===== config.mk =====
export PLATFORM = sky130hd
export DESIGN_NAME = frame_peak_limiter
export DESIGN_NICKNAME = d
export VERILOG_FILES = /design/src/rtl/fpl_pkg.sv /design/src/rtl/frame_peak_limiter.sv /design/src/rtl/fpl_ctrl.sv /design/src/rtl/fpl_dp.sv
export SDC_FILE = /design/constraint.sdc
export NUM_CORES = 2
export LEC_CHECK = 0
export ABC_CLOCK_PERIOD_IN_PS = 10370
export BUFFER_PORTS_ARGS = -buffer_cell sky130_fd_sc_hd__buf_2
export CAP_MARGIN = 20
export CORE_UTILIZATION = 40
export DETAILED_ROUTE_END_ITERATION = 16
export SYNTH_ARGS = -nofsm -noshare
export SYNTH_HDL_FRONTEND = slang
export SYNTH_HIERARCHICAL = 1
export SYNTH_SLANG_ARGS = --single-unit

===== constraint.sdc =====
create_clock -name clk -period 10.37 [get_ports clk]
set_input_delay 2.5925 -clock clk [delete_from_list [all_inputs] [get_ports clk]]
set_output_delay 2.5925 -clock clk [all_outputs]
set_load 0.01 [all_outputs]

===== src/rtl/fpl_pkg.sv =====
// Shared constants and controller/datapath interface types for the
// frame peak limiter. No dependencies.
package fpl_pkg;

  localparam int FRAME_LEN    = 80;
  localparam int SAMPLE_WIDTH = 24;

  localparam int IDX_W     = $clog2(FRAME_LEN);
  localparam int PEAK_W    = SAMPLE_WIDTH - 1;
  localparam int PROD_W    = 2 * SAMPLE_WIDTH;
  localparam int SQ_W      = 2 * PEAK_W;
  localparam int LIMIT_W   = 15;
  localparam int GAIN_FRAC = 16;
  localparam int GAIN_W    = GAIN_FRAC + 1;
  localparam int OUT_W     = 16;
  localparam int MAG_W     = OUT_W - 1;
  localparam int DIV_CNT_W = $clog2(GAIN_FRAC);

  localparam logic [LIMIT_W-1:0] LIMIT_RESET = LIMIT_W'(30000);
  localparam logic [GAIN_W-1:0]  UNITY_GAIN  = GAIN_W'(1) << GAIN_FRAC;
  localparam logic [MAG_W-1:0]   OUT_MAX     = '1;

  typedef struct packed {
    logic take;
    logic scale_mul;
    logic out_load;
    logic lim_mul;
    logic peak_mul;
    logic div_init;
    logic div_step;
    logic gain_load;
  } fpl_cmd_t;

  typedef struct packed {
    logic frame_last;
    logic over_limit;
  } fpl_sts_t;

endpackage


===== src/rtl/frame_peak_limiter.sv =====
// Frame peak limiter top level: controller plus datapath.
// Depends on fpl_pkg, fpl_ctrl and fpl_dp.
//
// Usage:
//   Input channel in_valid/in_stall carries one signed sample_in per transfer.
//   Output channel out_valid/out_stall returns exactly one result per input:
//   the sample of the previous frame at the same index, scaled by that
//   frame's gain and clamped to +/-32767, with frame_first and gain_reduced.
//   cfg_we/cfg_wdata write limit_level; write it only while the block is idle.
// Sequence:
//   An input passes the frame memory read register and the multiplier product
//   register, then loads into the output register once it is free. The
//   sequencer holds one item at a time. After the last sample of a frame the
//   gain is fixed: a gain load alone when the peak is within the limit, else
//   two squarings on the shared multiplier and a 16-step restoring divider.
// Reset (rst, synchronous): index and peak clear, gain is unity, limit is
//   30000, the first frame reads as zeros.
// Stall: a waiting result holds in the output register; the next input is
//   still taken and its result waits until the output register frees.
module frame_peak_limiter (
  input  logic                                    clk,
  input  logic                                    rst,
  input  logic                                    cfg_we,
  input  logic [fpl_pkg::LIMIT_W-1:0]             cfg_wdata,
  input  logic                                    in_valid,
  output logic                                    in_stall,
  input  logic signed [fpl_pkg::SAMPLE_WIDTH-1:0] sample_in,
  output logic                                    out_valid,
  input  logic                                    out_stall,
  output logic signed [fpl_pkg::OUT_W-1:0]        sample_out,
  output logic                                    frame_first,
  output logic                                    gain_reduced
);

  fpl_pkg::fpl_cmd_t cmd;
  fpl_pkg::fpl_sts_t sts;

  fpl_ctrl u_ctrl (
    .clk       (clk),
    .rst       (rst),
    .in_valid  (in_valid),
    .in_stall  (in_stall),
    .out_valid (out_valid),
    .out_stall (out_stall),
    .sts       (sts),
    .cmd       (cmd)
  );

  fpl_dp u_dp (
    .clk          (clk),
    .rst          (rst),
    .cfg_we       (cfg_we),
    .cfg_wdata    (cfg_wdata),
    .sample_in    (sample_in),
    .cmd          (cmd),
    .sts          (sts),
    .sample_out   (sample_out),
    .frame_first  (frame_first),
    .gain_reduced (gain_reduced)
  );

endmodule


===== src/rtl/fpl_ctrl.sv =====
// Sequencer for the frame peak limiter: handshakes, per-sample steps and
// the frame-end gain computation. Depends on fpl_pkg.
module fpl_ctrl (
  input  logic              clk,
  input  logic              rst,
  input  logic              in_valid,
  output logic              in_stall,
  output logic              out_valid,
  input  logic              out_stall,
  input  fpl_pkg::fpl_sts_t sts,
  output fpl_pkg::fpl_cmd_t cmd
);

  typedef enum logic [2:0] {
    S_IDLE,
    S_READ,
    S_PROD,
    S_LIMSQ,
    S_PKSQ,
    S_DIVI,
    S_DIV,
    S_GAIN
  } state_t;

  state_t                          state;
  logic [fpl_pkg::DIV_CNT_W-1:0]   div_cnt;
  logic                            out_free;

  assign out_free = !out_valid || !out_stall;
  assign in_stall = (state != S_IDLE);

  always_comb begin
    cmd           = '0;
    cmd.take      = (state == S_IDLE) && in_valid;
    cmd.scale_mul = (state == S_READ);
    cmd.out_load  = (state == S_PROD) && out_free;
    cmd.lim_mul   = (state == S_LIMSQ);
    cmd.peak_mul  = (state == S_PKSQ);
    cmd.div_init  = (state == S_DIVI);
    cmd.div_step  = (state == S_DIV);
    cmd.gain_load = (state == S_GAIN);
  end

  always_ff @(posedge clk) begin
    if (rst) begin
      state     <= S_IDLE;
      out_valid <= 1'b0;
      div_cnt   <= '0;
    end else begin
      if (cmd.out_load) begin
        out_valid <= 1'b1;
      end else if (!out_stall) begin
        out_valid <= 1'b0;
      end
      unique case (state)
        S_IDLE: begin
          if (in_valid) begin
            state <= S_READ;
          end
        end
        S_READ: state <= S_PROD;
        S_PROD: begin
          if (out_free) begin
            if (!sts.frame_last) begin
              state <= S_IDLE;
            end else if (sts.over_limit) begin
              state <= S_LIMSQ;
            end else begin
              state <= S_GAIN;
            end
          end
        end
        S_LIMSQ: state <= S_PKSQ;
        S_PKSQ:  state <= S_DIVI;
        S_DIVI: begin
          div_cnt <= fpl_pkg::DIV_CNT_W'(fpl_pkg::GAIN_FRAC - 1);
          state   <= S_DIV;
        end
        S_DIV: begin
          if (div_cnt == '0) begin
            state <= S_GAIN;
          end else begin
            div_cnt <= div_cnt - 1'b1;
          end
        end
        S_GAIN:  state <= S_IDLE;
        default: state <= S_IDLE;
      endcase
    end
  end

endmodule


===== src/rtl/fpl_dp.sv =====
// Datapath of the frame peak limiter: frame memory, peak tracking, shared
// multiplier, restoring divider, gain and output registers. Depends on fpl_pkg.
module fpl_dp (
  input  logic                                    clk,
  input  logic                                    rst,
  input  logic                                    cfg_we,
  input  logic [fpl_pkg::LIMIT_W-1:0]             cfg_wdata,
  input  logic signed [fpl_pkg::SAMPLE_WIDTH-1:0] sample_in,
  input  fpl_pkg::fpl_cmd_t                       cmd,
  output fpl_pkg::fpl_sts_t                       sts,
  output logic signed [fpl_pkg::OUT_W-1:0]        sample_out,
  output logic                                    frame_first,
  output logic                                    gain_reduced
);

  localparam int SW = fpl_pkg::SAMPLE_WIDTH;

  logic [SW-1:0]                        mem [fpl_pkg::FRAME_LEN];
  logic [SW-1:0]                        rd_data;
  logic [fpl_pkg::IDX_W-1:0]            idx;
  logic                                 primed;
  logic                                 rd_primed;
  logic [fpl_pkg::LIMIT_W-1:0]          limit_level;
  logic [fpl_pkg::PEAK_W-1:0]           running_peak;
  logic [fpl_pkg::PEAK_W-1:0]           frame_peak;
  logic [fpl_pkg::PEAK_W-1:0]           peak_cand;
  logic                                 first_q;
  logic                                 last_q;
  logic [fpl_pkg::GAIN_W-1:0]           gain;
  logic                                 gain_red;

  logic                                 rd_neg;
  logic [SW-1:0]                        rd_val;
  logic [SW-1:0]                        rd_mag;
  logic                                 sc_neg;
  logic [SW-1:0]                        mul_a;
  logic [SW-1:0]                        mul_b;
  logic [fpl_pkg::PROD_W-1:0]           mul_p;

  logic [fpl_pkg::PROD_W-fpl_pkg::GAIN_FRAC-1:0] scaled;
  logic [fpl_pkg::MAG_W-1:0]            mag;
  logic [fpl_pkg::OUT_W-1:0]            mag_ext;

  logic [2*fpl_pkg::LIMIT_W-1:0]        lim_sq;
  logic [fpl_pkg::SQ_W-1:0]             rem;
  logic [fpl_pkg::SQ_W:0]               rem_sh;
  logic [fpl_pkg::SQ_W:0]               divisor;
  logic                                 div_ge;
  logic [fpl_pkg::GAIN_FRAC-1:0]        quot;

  // frame memory, read-before-write at the same index
  always_ff @(posedge clk) begin
    if (cmd.take) begin
      mem[idx] <= sample_in;
      rd_data  <= mem[idx];
    end
  end

  assign peak_cand = (!sample_in[SW-1] && (sample_in[SW-2:0] > running_peak))
                     ? sample_in[SW-2:0] : running_peak;

  always_ff @(posedge clk) begin
    if (rst) begin
      idx          <= '0;
      primed       <= 1'b0;
      limit_level  <= fpl_pkg::LIMIT_RESET;
      running_peak <= '0;
      gain         <= fpl_pkg::UNITY_GAIN;
      gain_red     <= 1'b0;
    end else begin
      if (cfg_we) begin
        limit_level <= cfg_wdata;
      end
      if (cmd.take) begin
        if (idx == fpl_pkg::IDX_W'(fpl_pkg::FRAME_LEN - 1)) begin
          idx          <= '0;
          primed       <= 1'b1;
          running_peak <= '0;
        end else begin
          idx          <= idx + 1'b1;
          running_peak <= peak_cand;
        end
      end
      if (cmd.gain_load) begin
        gain     <= sts.over_limit ? {1'b0, quot} : fpl_pkg::UNITY_GAIN;
        gain_red <= sts.over_limit;
      end
    end
  end

  always_ff @(posedge clk) begin
    if (cmd.take) begin
      first_q    <= (idx == '0);
      last_q     <= (idx == fpl_pkg::IDX_W'(fpl_pkg::FRAME_LEN - 1));
      frame_peak <= peak_cand;
      rd_primed  <= primed;
    end
  end

  assign sts.frame_last = last_q;
  assign sts.over_limit = frame_peak > fpl_pkg::PEAK_W'(limit_level);

  // reads during the first frame, before any frame is stored, return zero
  assign rd_val = rd_primed ? rd_data : '0;
  assign rd_neg = rd_val[SW-1];
  assign rd_mag = rd_neg ? (~rd_val + 1'b1) : rd_val;

  always_comb begin
    priority if (cmd.scale_mul) begin
      mul_a = rd_mag;
      mul_b = SW'(gain);
    end else if (cmd.lim_mul) begin
      mul_a = SW'(limit_level);
      mul_b = SW'(limit_level);
    end else begin
      mul_a = SW'(frame_peak);
      mul_b = SW'(frame_peak);
    end
  end

  always_ff @(posedge clk) begin
    if (cmd.scale_mul || cmd.lim_mul || cmd.peak_mul) begin
      mul_p <= fpl_pkg::PROD_W'(mul_a) * fpl_pkg::PROD_W'(mul_b);
    end
    if (cmd.scale_mul) begin
      sc_neg <= rd_neg;
    end
    if (cmd.peak_mul) begin
      lim_sq <= mul_p[2*fpl_pkg::LIMIT_W-1:0];
    end
  end

  // truncate toward zero on the magnitude, clamp, restore sign
  assign scaled  = mul_p[fpl_pkg::PROD_W-1:fpl_pkg::GAIN_FRAC];
  assign mag     = (scaled > $bits(scaled)'(fpl_pkg::OUT_MAX))
                   ? fpl_pkg::OUT_MAX : scaled[fpl_pkg::MAG_W-1:0];
  assign mag_ext = {1'b0, mag};

  always_ff @(posedge clk) begin
    if (cmd.out_load) begin
      sample_out   <= sc_neg ? -mag_ext : mag_ext;
      frame_first  <= first_q;
      gain_reduced <= gain_red;
    end
  end

  // restoring division: lim^2 << 16 / peak^2, one quotient bit per step
  assign divisor = {1'b0, mul_p[fpl_pkg::SQ_W-1:0]};
  assign rem_sh  = {rem, 1'b0};
  assign div_ge  = rem_sh >= divisor;

  always_ff @(posedge clk) begin
    if (cmd.div_init) begin
      rem  <= fpl_pkg::SQ_W'(lim_sq);
      quot <= '0;
    end else if (cmd.div_step) begin
      rem  <= div_ge ? fpl_pkg::SQ_W'(rem_sh - divisor) : fpl_pkg::SQ_W'(rem_sh);
      quot <= {quot[fpl_pkg::GAIN_FRAC-2:0], div_ge};
    end
  end

endmodule


Word-level counts from Yosys, hierarchy flattened
Memories as Yosys holds them, arrays and structs flattened. A register that Yosys moved wholly into a read port is not among the register bits.
Cells that the tools add are included.
- register bits: 257
- bits in writable memories: 1920
- bits of input ports: 44
- output and inout bits: 20
- word-level logic and storage cells: 91
- memories kept: 1
- $add $sub $neg: 5
- $mul: 1
- magnitude comparators: 4
- eq/ne operators: 13
- mux-type cells: 26
- bitwise operators: 1
- reductions and logical operators: 17
- memories (memory ; depth ; width ; rd ports ; clocked after memory_dff ; wr ports ; line ; text):
    u_dp.mem ; 80 ; 24 ; 1 ; 1 ; 1 ; fpl_dp.sv:18 ; logic [SW-1:0] mem [fpl_pkg::FRAME_LEN];
- operators with widths (kind ; number):
    two-way mux 24 bit ; 4
    two-way mux 23 bit ; 3
    two-way mux 30 bit ; 2
    multiplier 24 x 24 -> 48 bit ; 1
    greater-or-equal comparator 47 x 46 -> 1 bit ; 1
    two-way mux 46 bit ; 1
    subtractor 46 bit ; 1
    > comparator 32 x 15 -> 1 bit (second input constant) ; 1
    two-way mux 15 bit ; 2
    adder 24 x 1 -> 24 bit (second input constant) ; 1
    inverter 24 bit ; 1
    one-hot mux 3 bit (8 select lines) ; 1
    > comparator 23 x 15 -> 1 bit ; 1
    > comparator 23 bit ; 1
    two-way mux 17 bit ; 1
    negation 15 -> 16 bit ; 1
    two-way mux 3 bit ; 5
    == test 3 bit (second input constant) ; 4
    one-hot mux 4 bit (2 select lines) ; 1
    adder 7 x 1 -> 7 bit (second input constant) ; 1
    == test 7 bit (second input constant) ; 1
    zero test 7 bit ; 1
    two-way mux 7 bit ; 1
    == test 3 x 2 -> 1 bit (second input constant) ; 2
    15 further kinds ; 28

Logic depth before layout (Yosys ltp)
- word-level depth: 6
- mapped depth: 39
- gate-level depth less buffers: 35

By module
The synthesis kept the hierarchy.
- by module, submodules not included (module ; instances ; cells an instance ; area an instance (µm²) ; seq. area each (µm²)):
    fpl_dp ; 1 ; 7393 ; 103003.8 ; 64892.2
    fpl_ctrl ; 1 ; 55 ; 449.2 ; 160.2

Worst setup path after synthesis
Ideal clock, no wire load.
- kind: register to register
- start point: register u_dp.rd_primed
- end point: register u_dp/mul_p[45] in the netlist's numbering, data pin
- library setup time: 0.262 ns
- data arrival time: 8.645 ns
- data required time: 10.108 ns
- slack: 1.463 ns
- cell stages (with the launch flop): 36
- path buffers: 4
- period minus slack after synthesis: 8.907 ns
- cells stage by stage: edfxtp_1 -> clkbuf_1 -> buf_1 -> nand2_1 -> ha_1 -> nand2_1 -> a21o_1 -> nand2b_1 -> o31ai_1 -> xnor2_1 -> and2_1 -> a22o_1 -> clkbuf_1 -> nand2_1 -> fa_1 -> fa_1 -> fa_1 -> fa_1 -> inv_1 -> fa_1 -> fa_1 -> inv_1 -> fa_1 -> inv_1 -> ha_1 -> nand2_1 -> o21ai_1 -> a41o_1 -> or4_1 -> a21o_1 -> and3_1 -> buf_6 -> a31o_4 -> o41ai_4 -> mux2i_1 -> nand3_1
- longest elaborated chain between the ends: 6
- ends and longest elaborated chain (what ; line ; text):
    start: declaration ; fpl_dp.sv:22 ; logic rd_primed;
    start signal: assignment ; fpl_dp.sv:96 ; rd_primed <= primed;
    two-way mux 24 bit (*) ; fpl_dp.sv:104 ; assign rd_val = rd_primed ? rd_data : '0;
    inverter 24 bit ; fpl_dp.sv:106 ; assign rd_mag = rd_neg ? (~rd_val + 1'b1) : rd_val;
    adder 24 x 1 -> 24 bit ; fpl_dp.sv:106 ;
    two-way mux 24 bit (*) ; fpl_dp.sv:106 ;
    two-way mux 24 bit (*) ; fpl_dp.sv:109 ; priority if (cmd.scale_mul) begin
    multiplier 24 x 24 -> 48 bit (*) ; fpl_dp.sv:123 ; mul_p <= fpl_pkg::PROD_W'(mul_a) * fpl_pkg::PROD_W'(mul_b);
    end signal: assignment ; fpl_dp.sv:123 ;
    end: declaration ; fpl_dp.sv:38 ; logic [fpl_pkg::PROD_W-1:0] mul_p;
Mark *: on every way between the ends. The rest lies on a longest branch, timed or not.
A chain may end at the register's enable or synchronous reset.

Worst setup path in the final report
- start point: register u_dp.rd_data[2] (read register of u_dp.mem)
- end point: register u_dp/mul_p[45] in the netlist's numbering, data pin
- longest elaborated chain between the ends: 6
- ends and longest elaborated chain (what ; line ; text):
    start: declaration ; fpl_dp.sv:19 ; logic [SW-1:0] rd_data;
    two-way mux 24 bit (*) ; fpl_dp.sv:104 ;
    inverter 24 bit ; fpl_dp.sv:106 ;
    adder 24 x 1 -> 24 bit ; fpl_dp.sv:106 ;
    two-way mux 24 bit (*) ; fpl_dp.sv:106 ;
    two-way mux 24 bit (*) ; fpl_dp.sv:109 ;
    multiplier 24 x 24 -> 48 bit (*) ; fpl_dp.sv:123 ;
Marks and branches as above.

==> flow_metrics.env <==
export IMPL_instances_no_fill=11140
export IMPL_cp_max_fo=6
export IMPL_io_pins=64
export IMPL_path_buf_inv=4
export IMPL_dp_hpwl_um=193000
export IMPL_worstSetupPathType="reg2reg"
export IMPL_tritoncts="built"
export IMPL_grt_overflow=0
export IMPL_met2_length_um=144300
export IMPL_fmax_mhz=102.3
export IMPL_rsz0062_at_grt="false"
export IMPL_place_congestion=0.9236
export IMPL_arrival_ns=10.30
export IMPL_cts_setup_buffers=0
export IMPL_ys_ff_latch=2201
export IMPL_wl_per_cell_um=27.79
export IMPL_avgSynthCellArea_um2=13.89
export IMPL_drive_gt1_share_pct=10.80
export IMPL_start_util_pct=40.27
export IMPL_core_area_mm2=0.2569
export IMPL_synth_common_cells="edfxtp_1 (2097), a22oi_1 (654), inv_1 (649)"
export IMPL_fin_skew_ns=0.1814
export IMPL_timing_rr_start="u_dp/rd_data[2]"
export IMPL_grt_pass1_wl_um=445400
export IMPL_drt_pass1_iterations=8
export IMPL_yosys_warnings=6
export IMPL_cpPeakStageDelay_ns=0.62
export IMPL_ys_types=94
export IMPL_grt_antenna_before_repair=12
export IMPL_rows=186
export IMPL_critPathTopFamily="adder cells"
export IMPL_drt_wl_total_um=309600
export IMPL_vias=65170
export IMPL_syn_area_mm2=0.1035
export IMPL_syn2layout_area_growth_pct=11.93
export IMPL_critPathMostFrequentCell="fa_1"
export IMPL_hold_violations=0
export IMPL_slew_headroom_pct=13.15
export IMPL_grt_max_degree=90
export IMPL_wl_met3_um=27610
export IMPL_dieWidth_um=510.6
export IMPL_setup_viol=0
export IMPL_io_buffers=63
export IMPL_tns_ns=0
export IMPL_numCtsBuffers=232
export IMPL_yosysMostFrequentCell="edfxtp_1"
export IMPL_avgViaCountPerCell=5.850
export IMPL_worstSkewPairLatency_ns=0.96
export IMPL_synthArstFlopShare_pct=0
export IMPL_critPathRequiredTime_ns=10.90
export IMPL_first_iter_violations=7104
export IMPL_startpoint="u_dp/rd_data[2]"
export IMPL_synth_area_leaders="edfxtp_1 (61%), fa_1 (8.9%), a22oi_1 (4.7%)"
export IMPL_yosysSeqAreaShare_pct=62.88
export IMPL_post_route_period_util_pct=94.22
export IMPL_grt_usage_pct=23.43
export IMPL_place_inst=10710
export IMPL_clkTransAtPathRegs_ns=0.06
export IMPL_cts_htree_levels=4
export IMPL_fill_cells=22770
export IMPL_multi_input_area_mm2=0.03454
export IMPL_yosysTopAreaCell="edfxtp_1"
export IMPL_die_area_mm2=0.2607
export IMPL_nNetsFinal=8335
export IMPL_drv_cap=0
export IMPL_hp_start="u_dp/primed"
export IMPL_cts_root_buffer="clkbuf_16"
export IMPL_tightestPinTransition_ns=1.289
export IMPL_clock_path_buffers=4
export IMPL_synth_top_cell_area_share_pct=60.87
export IMPL_ant_nets=0
export IMPL_cts_sinks=2201
export IMPL_ys_flop_type="edfxtp_1"
export IMPL_topRoutingLayerUsed="met5"
export IMPL_status="finished clean"
export IMPL_end_kind="flop"
export IMPL_synth_edff_count=2097
export IMPL_fin_util_pct=45.07
export IMPL_crit_slowest_cell="fa_1"
export IMPL_grt_pass1_vias=63890
export IMPL_slew_violations=0
export IMPL_syn_instance_count=7448
export IMPL_met1Wirelength_um=120400
export IMPL_drcViolationCount=0
export IMPL_die_y_um=510.6
export IMPL_finalCriticalPeriod_ns=9.771
export IMPL_final_seq_area_mm2=0.06507
export IMPL_start_kind="flop"
export IMPL_hold_class="reg2reg"
## kinds of logic after synthesis
logic type,synth area share [%]
AOI/OAI and AO/OA,11.53
buffers and inverters,4.058
other,0.007259
and+or+nand+nor,6.483
adders and majority gates,12.15
muxes,1.981
xor gates and xnor gates,0.9059
DFF,62.88
## final timing paths
check                   end  slack (ns)  cells after the start
min          u_dp/rd_primed        0.44                      0
max reg2reg  u_dp/mul_p[45]        0.60                     31
min reg2reg  u_dp/rd_primed        0.44                      0
max          u_dp/mul_p[45]        0.60                     31
## routing by layer
metal  track usage [%]  up-vias
li1                  -    27980
met1             30.79    33260
met2             37.81     3333
met3             3.795      581
met4             11.51        6
met5                 0        -
## registers in the layout, summed over array words and instances, names as in the netlist
signal,flops
u_ctrl/state,3
u_dp/sample_out,16
u_dp/lim_sq,30
u_dp/gain,17
u_dp/gain_red,1
u_dp/first_q,1
u_dp/rd_primed,1
u_ctrl/div_cnt,4
u_dp/idx,7
u_dp/running_peak,23
u_dp/last_q,1
u_dp/rem,46
u_dp/mul_p,48
u_dp/frame_first,1
u_ctrl/out_valid,1
u_dp/quot,16
u_dp/primed,1
u_dp/rd_data,24
u_dp/gain_reduced,1
u_dp/sc_neg,1
u_dp/limit_level,15
u_dp/mem,1920
u_dp/frame_peak,23
## metrics by stage
step,area (um2),setup slack (ns),hold WS (ns)
CTS,115800,0.4537,0.4334
global placement,108600,0.6929,0.4151
floorplan,103500,1.463,0.4003
detailed placement,108600,0.6448,0.4184
global route,115800,0.1204,0.4423
finish,115800,0.5993,0.4403
## repair_timing
| item | in CTS | in global routing |
|---|---|---|
| resized for setup | 0 | 1 |
| setup endpoints to repair | 0 | 1 |
| hold buffers | 0 | 0 |
## area by class of cell
| type | instances | area share (%) |
|---|---|---|
| Sequential cell | 2201 | 56.19 |
| Multi-Input combinational cell | 4174 | 29.82 |
| Inverter | 654 | 2.120 |
| Clock buffer | 276 | 5.174 |
| Tap cell | 3384 | 3.656 |
| Clock inverter | 143 | 0.9876 |
| Timing Repair Buffer | 300 | 2.031 |
| Antenna cell | 7 | 0.01513 |
## cells in the final DEF, fill, tap and decap left out, types with 98 or more instances in the layout
cell type | Yosys | layout
o21ai_0 | 235 | 233
ha_1 | 267 | 267
inv_1 | 649 | 649
a22o_1 | 108 | 108
fa_1 | 461 | 461
buf_4 | 5 | 244
clkbuf_16 | 0 | 233
a221oi_1 | 125 | 125
a22oi_1 | 654 | 654
nor2_1 | 501 | 416
edfxtp_1 | 2097 | 2097
nand4_1 | 183 | 183
a21oi_1 | 235 | 231
dfxtp_1 | 104 | 98
nand2_1 | 510 | 510
Power is not shown: default switching activity piles up to over one toggle a cycle in this logic, so the estimate is an artifact.
